===== config.mk =====
export PLATFORM = sky130hd
export DESIGN_NAME = gdbo_ctrl
export DESIGN_NICKNAME = d
export VERILOG_FILES = /design/src/hw/rtl/gdbo_pkg.sv /design/src/hw/rtl/gdbo_ctrl.sv
export SDC_FILE = /design/constraint.sdc
export NUM_CORES = 1
export LEC_CHECK = 0
export ABC_AREA = 1
export BUFFER_PORTS_ARGS = -buffer_cell sky130_fd_sc_hd__buf_2
export CORE_MARGIN = 2
export CORE_UTILIZATION = 42
export DETAILED_ROUTE_END_ITERATION = 8
export PLACE_DENSITY_LB_ADDON = 0.15
export SLEW_MARGIN = 10
export SYNTH_ARGS = -nofsm -noshare
export SYNTH_HDL_FRONTEND = slang
export SYNTH_SLANG_ARGS = --single-unit

===== constraint.sdc =====
create_clock -name clk -period 1.1 [get_ports clk]
set_input_delay 0.165 -clock clk [delete_from_list [all_inputs] [get_ports clk]]
set_output_delay 0.165 -clock clk [all_outputs]
set_load 0.02 [all_outputs]

===== src/hw/rtl/gdbo_pkg.sv =====
`timescale 1ns / 1ps
package gdbo_pkg;
	localparam int VW = 7;
	localparam int NMAX = 64;
	localparam int IW = 6;

	typedef enum logic [1:0] {
		OP_ADD = 2'd0,
		OP_DFS = 2'd1,
		OP_BFS = 2'd2,
		OP_CLR = 2'd3
	} op_t;

	typedef enum logic [3:0] {
		ST_IDLE,
		ST_CLEAR,
		ST_ADD2,
		ST_START,
		ST_DFS_RD,
		ST_DFS_SCAN,
		ST_BFS_RD,
		ST_BFS_SCAN,
		ST_ROW,
		ST_EMIT
	} state_t;

	typedef struct packed {
		logic clr_row;
		logic add_a;
		logic add_b;
		logic start;
		logic rd_top;
		logic rd_head;
		logic rd_row;
		logic dfs_step;
		logic bfs_step;
		logic bfs_emit;
		logic emit;
	} cmd_t;

	typedef struct packed {
		logic clr_done;
		logic found;
		logic stack_empty;
		logic queue_done;
		logic out_busy;
	} sts_t;
endpackage


===== src/hw/rtl/gdbo_ctrl.sv =====
`timescale 1ns / 1ps
module gdbo_ctrl (
	input  logic           clk,
	input  logic           arst_n,
	input  logic           in_fire,
	input  gdbo_pkg::op_t  op,
	input  logic           a_ok,
	input  logic           b_ok,
	input  gdbo_pkg::sts_t sts,
	output gdbo_pkg::cmd_t cmd,
	output logic           idle
);
	import gdbo_pkg::*;

	state_t state_q, state_d;
	logic   dfs_q, dfs_d;

	// After reset the adjacency rows are wiped by one clearing pass.
	always_ff @(posedge clk or negedge arst_n) begin
		if (!arst_n) begin
			state_q <= ST_CLEAR;
			dfs_q   <= 1'b0;
		end else begin
			state_q <= state_d;
			dfs_q   <= dfs_d;
		end
	end

	always_comb begin
		state_d = state_q;
		dfs_d   = dfs_q;
		cmd     = '0;
		idle    = 1'b0;
		case (state_q)
			ST_IDLE: begin
				idle = 1'b1;
				if (in_fire) begin
					case (op)
						OP_ADD: if (a_ok && b_ok) begin
							cmd.add_a = 1'b1;
							state_d   = ST_ADD2;
						end
						OP_CLR: state_d = ST_CLEAR;
						default: if (a_ok) begin
							// Depth-first holds the start vertex right away.
							cmd.start = 1'b1;
							cmd.emit  = (op == OP_DFS);
							dfs_d     = (op == OP_DFS);
							state_d   = ST_START;
						end
					endcase
				end
			end
			ST_ADD2: begin
				cmd.add_b = 1'b1;
				state_d   = ST_IDLE;
			end
			ST_CLEAR: begin
				cmd.clr_row = 1'b1;
				if (sts.clr_done) state_d = ST_IDLE;
			end
			ST_START: begin
				state_d = dfs_q ? ST_DFS_RD : ST_BFS_RD;
			end
			ST_DFS_RD: begin
				if (sts.stack_empty) state_d = ST_EMIT;
				else begin
					cmd.rd_top = 1'b1;
					state_d    = ST_ROW;
				end
			end
			ST_ROW: begin
				cmd.rd_row = 1'b1;
				state_d    = dfs_q ? ST_DFS_SCAN : ST_BFS_SCAN;
			end
			ST_DFS_SCAN: begin
				if (!sts.found || !sts.out_busy) begin
					cmd.dfs_step = 1'b1;
					if (sts.found) cmd.emit = 1'b1;
					state_d = ST_DFS_RD;
				end
			end
			ST_BFS_RD: begin
				if (sts.queue_done) state_d = ST_EMIT;
				else begin
					cmd.rd_head = 1'b1;
					state_d     = ST_ROW;
				end
			end
			ST_BFS_SCAN: begin
				// Neighbors are queued one per cycle; the vertex itself goes out after that.
				if (sts.found) begin
					cmd.bfs_step = 1'b1;
				end else if (!sts.out_busy) begin
					cmd.bfs_emit = 1'b1;
					cmd.emit     = 1'b1;
					state_d      = ST_BFS_RD;
				end
			end
			ST_EMIT: begin
				// Flush the held result with the last flag set.
				if (!sts.out_busy) begin
					cmd.emit = 1'b1;
					state_d  = ST_IDLE;
				end
			end
			default: state_d = ST_IDLE;
		endcase
	end
endmodule


Yosys cells after proc, flatten, opt, wreduce, memory -nomap -nowiden
Index checks and enable logic that the tools add are counted.
Widths: inputs -> output; s select.

word-level totals
  register bits after elaboration = 5
  bits in latches = 0
  RAM bits = 0
  ROM bits = 0
  input port bits = 12
  logic and storage cells = 73
  memories kept = 0

operators by class
  add/subtract/negate cells = 0
  multipliers = 0
  divide/modulo/power cells = 0
  magnitude comparators = 0
  equality and inequality tests = 19
  shift-type cells = 0
  muxes and demuxes = 42
  bitwise gates (word level) = 1
  reductions and logical operators = 9

operators by type and width
  operator            number
  $pmux 4 s9          1
  $mux 4              8
  $mux 1              26
  $eq 4x3->1 const B  4
  $ne 2x2->1 const B  6
  $mux 2              5
  $eq 4x2->1 const B  2
  $eq 4x4->1 const B  2
  $pmux 4 s2          1
  $reduce_and 8->1    1
  $eq 4x1->1 const B  1
  $logic_not 4->1     1
  $ne 4x2->1 const B  1
  $pmux 1 s4          1
  $reduce_and 4->1    1
  $ne 3x3->1 const B  1
  $eq 2x1->1 const B  1
  $eq 2x2->1 const B  1
  $logic_not 1->1     2
  $logic_not 2->1     1
  $reduce_or 2->1     1
  $logic_and 1x1->1   1
  $logic_or 1x1->1    1
  $not 1->1           1

Depth between registers and ports, before layout
  depth in word-level cells = 5
  mapped depth = 9
  mapped depth without buffers = 9

Least setup slack after synthesis
OpenSTA, ideal clock, no wires.

  path type = reg2out
  from = reg state_q[1]
  to = out cmd[9] (netlist name)
  arrival time = 1.373 ns
  required time = 0.935 ns
  path slack = -0.438 ns
  cell stages (with the launch flop) = 6
  path buffers = 0
  cells stage by stage = dfrtp_1 -> nor2_4 -> inv_2 -> nor2_4 -> inv_2 -> nor3_1

RTL lines
  what                    RTL line         source
  start, declared         gdbo_ctrl.sv:15  state_t state_q, state_d;
  start signal, assigned  gdbo_ctrl.sv:24  state_q <= state_d;
  end, declared           gdbo_ctrl.sv:10  output gdbo_pkg::cmd_t cmd,

==> impl_metrics.yaml <==
timing:
  finalHoldViolCount: 0
  slew-limit-headroom_pct: 76.73
  period_minus_slack_ns: 1.704
  rsz0062_at_grt: "yes"
  worst_slew_pin_slew_ns: 0.3478
  max_freq_mhz: 586.9
  holdWs_ns: 0.2630
  period_share_pct: 154.9
  setup_violations: 17
  worst_slack_ns: -0.6038
  drv_slew: 0
  fin_skew_ns: 0.007771
pwr:
  switching_share_pct: 47.40
  p_per_area_nw_per_um2: 2208
  p_comb_share_pct: 77.5
  p_leak_nw: 0.6644
  clkPwrFrac_pct: 8.0
  intPower_mw: 1.392
  ir_drop_mv: 1.630
  p_seq_share_pct: 14.5
  power.switching_mw: 1.255
cells_and_area:
  nets: 171
  finalInstanceArea_um2: 1199
  n_fill_cell: 57
  multi_input_area_um2: 493.0
  ff_latch_area_um2: 128.9
  area_growth_pct: 98.76
  stdcell_count: 169
  antenna_cells: 0
  drive_above_1_share_pct: 64.94
clock_network:
  cts_made_buffers: 3
  clk_path_buf_depth: 2
  clkTransAtPathRegs_ns: 0.05
  clock_latency_ns: 0.24
  cts_tree: "yes"
  cts_sinks: 5
  cts-htree-levels: 1
  cts_root_buf: "clkbuf_4"
global_route:
  antenna_found_initial: 0
  grt_pass1_wl_mm: 3.180
  grtUsageTotal_pct: 23.59
  grt-ovfl-total: 0
  grt_pass1_vias: 773
  grt_max_degree: 7
outcome:
  violations: "setup timing"
  status: "complete, but fails checks"
place:
  dp_hpwl_mm: 1.351
  dp.cells: 151
  place_ws_ns: -0.3180
  io_buffers: 23
  gp_congestion: 0.8542
  dpl_cell_area_um2: 894.6
yosys:
  post_synth.cell_area_avg_um2: 6.348
  ys_warn_count: 0
  syn-cell-area_um2: 603.1
  yosysUniqueCellTypes: 19
  synth_seq_cells: 5
  yosysTopAreaCellShare_pct: 16.60
  synth_top_area_cell: "dfrtp_1"
  synth_common_cells: "nand2_1 (21), inv_1 (19), nand3_1 (11)"
  seq_area_frac_synth_pct: 20.95
  synth_nets: 111
  postSynthCellCount: 95
  yosysMostFrequentCell: "nand2_1"
  synthArstFlopShare_pct: 100.0
  synth-main-ff-cell: "dfrtp_1"
  synthTopCellsByArea: "dfrtp_1 (17%), nand2_1 (13%), inv_1 (12%)"
  synth_edf_count: 0
worst_setup_path:
  path_cells: "buf_6 > nor2_4 > inv_2 > nor2_4 > inv_2 > nor2_4 > nand2_2 > nand3_2 > buf_6"
  critical_path_arrival_ns: 1.54
  critPathBufInv: 4
  worstSetupPathType: "register to output port"
  cp_slowest_cell: "dfstp_2"
  worstSetupPathDepth: 9
  crit_path_frequent_cell: "nor2_4"
  slowest_delay_ns: 0.61
  r2r.worst_path.cells: 9
  crit_required_ns: 0.94
  path_max_fanout: 6
  critPathTopFamily: "flip-flops"
  cp-end-kind: "output port"
  startpoint_type: "register"
detailed_routing:
  drtPass1Iterations: 7
  drc_errors: 0
  drt_wl_total_mm: 2.679
  detail-route-antenna-nets: 0
  post_drt_wl_per_cell_um: 15.85
  drt_iter0_drc: 20
  vias: 926
  viasPerCell: 5.479
floorplan:
  core_area_um2: 1318
  io_pins: 24
  die_x_um: 41.90
  initial_core_util_pct: 45.77
  num_rows: 13
  dieArea_um2: 1755
  chipHeight_um: 41.90
hold_path:
  hold_class: "input pin to asynchronous set/reset pin"
job:
  maxCapViolations: 0
-- metal layers --
layer | wire length, um | global-route usage, %
met4 | 163 | 9.032
met2 | 1365 | 47.19
met1 | 945 | 23.42
met5 | 0 | 0
met3 | 204 | 3.913
-- flip-flops by register name, indices dropped and copies added (netlist names) --
name and count:
state_q 4, dfs_q 1
-- repair_timing --
| item | CTS | global route |
|---|---|---|
| buffers inserted | 4 | 9 |
| pin swaps | 7 | 9 |
| hold buffers | 1 | 0 |
| hold endpoints to repair | 5 | 0 |
| cloned | 0 | 0 |
| resized for setup | 24 | 27 |
| endpoints found under the setup margin | 17 | 17 |
-- per-stage QoR --
step                utilization [%]  setup TNS [ns]  power [mW]
finish                        90.98          -7.544       2.647
CTS                           78.44          -5.749       2.062
global placement              67.90          -2.611       1.668
global route                  90.98          -8.148       2.798
floorplan                         -          -1.992       1.171
detailed placement            67.90          -2.876       1.695
-- worst paths after layout --
path	start	endpoint	slack (ns)
worst max-delay path	state_q[0]	cmd[0]	-0.60
worst min-delay path	arst_n	dfs_q	0.26
worst max register to register	state_q[0]	state_q[1]	-0.42
worst min register to register	state_q[0]	state_q[0]	0.56
max in group asynchronous	arst_n	state_q[0]	0.62
min in group clk	sts[4]	state_q[0]	0.36
-- power groups by stage --
stage	Sequential, mW	Clock, mW	Combinational [mW]
6_report	0.383	0.212	2.05
5_1_grt	0.388	0.230	2.18
4_1_cts	0.364	0.212	1.49
3_5_place_dp	0.364	0	1.33
3_3_place_gp	0.360	0	1.31
2_1_floorplan	0.326	0	0.844
-- area by class of cell --
cell class / instances / area share, %
sequential: 5 / 10.75
inverter: 22 / 6.889
multi-input combinational: 67 / 41.13
timing repair buffer: 56 / 37.47
tap: 15 / 1.566
clock buffer: 4 / 2.192
-- worst register-to-register path: cells and delay by family, from the launching register on --
family / cells / cell delay [ns]
simple gates: 5 / 0.29
flops: 1 / 0.61
buf+inv: 3 / 0.34
compound gates: 1 / 0.16
-- layout by cell type (no fill, tap or decap), types with 2 or more instances in the layout --
master / instances
nand2_4: 3
nand2_2: 8
nor3_2: 2
inv_2: 9
ha_1: 4
inv_1: 13
o21ai_2: 2
nand2_1: 16
nand3_1: 9
nand3_2: 3
nand4_1: 2
buf_2: 12
clkbuf_4: 3
nor2_4: 9
dfrtp_1: 2
dfrtp_2: 2
buf_6: 15
nor2_1: 3
buf_4: 28
-- cells by family (layout without fill, tap and decap cells) --
group,Yosys count,in the layout,share of synthesized area (%)
DFF,5,5,20.96
adders and majority gates,4,4,8.299
AOI/OAI and AO/OA,4,4,3.941
buffers and inverters,23,82,15.56
and+or+nand+nor,59,59,51.25
No activity file was read; power rests on OpenSTA's default activity.
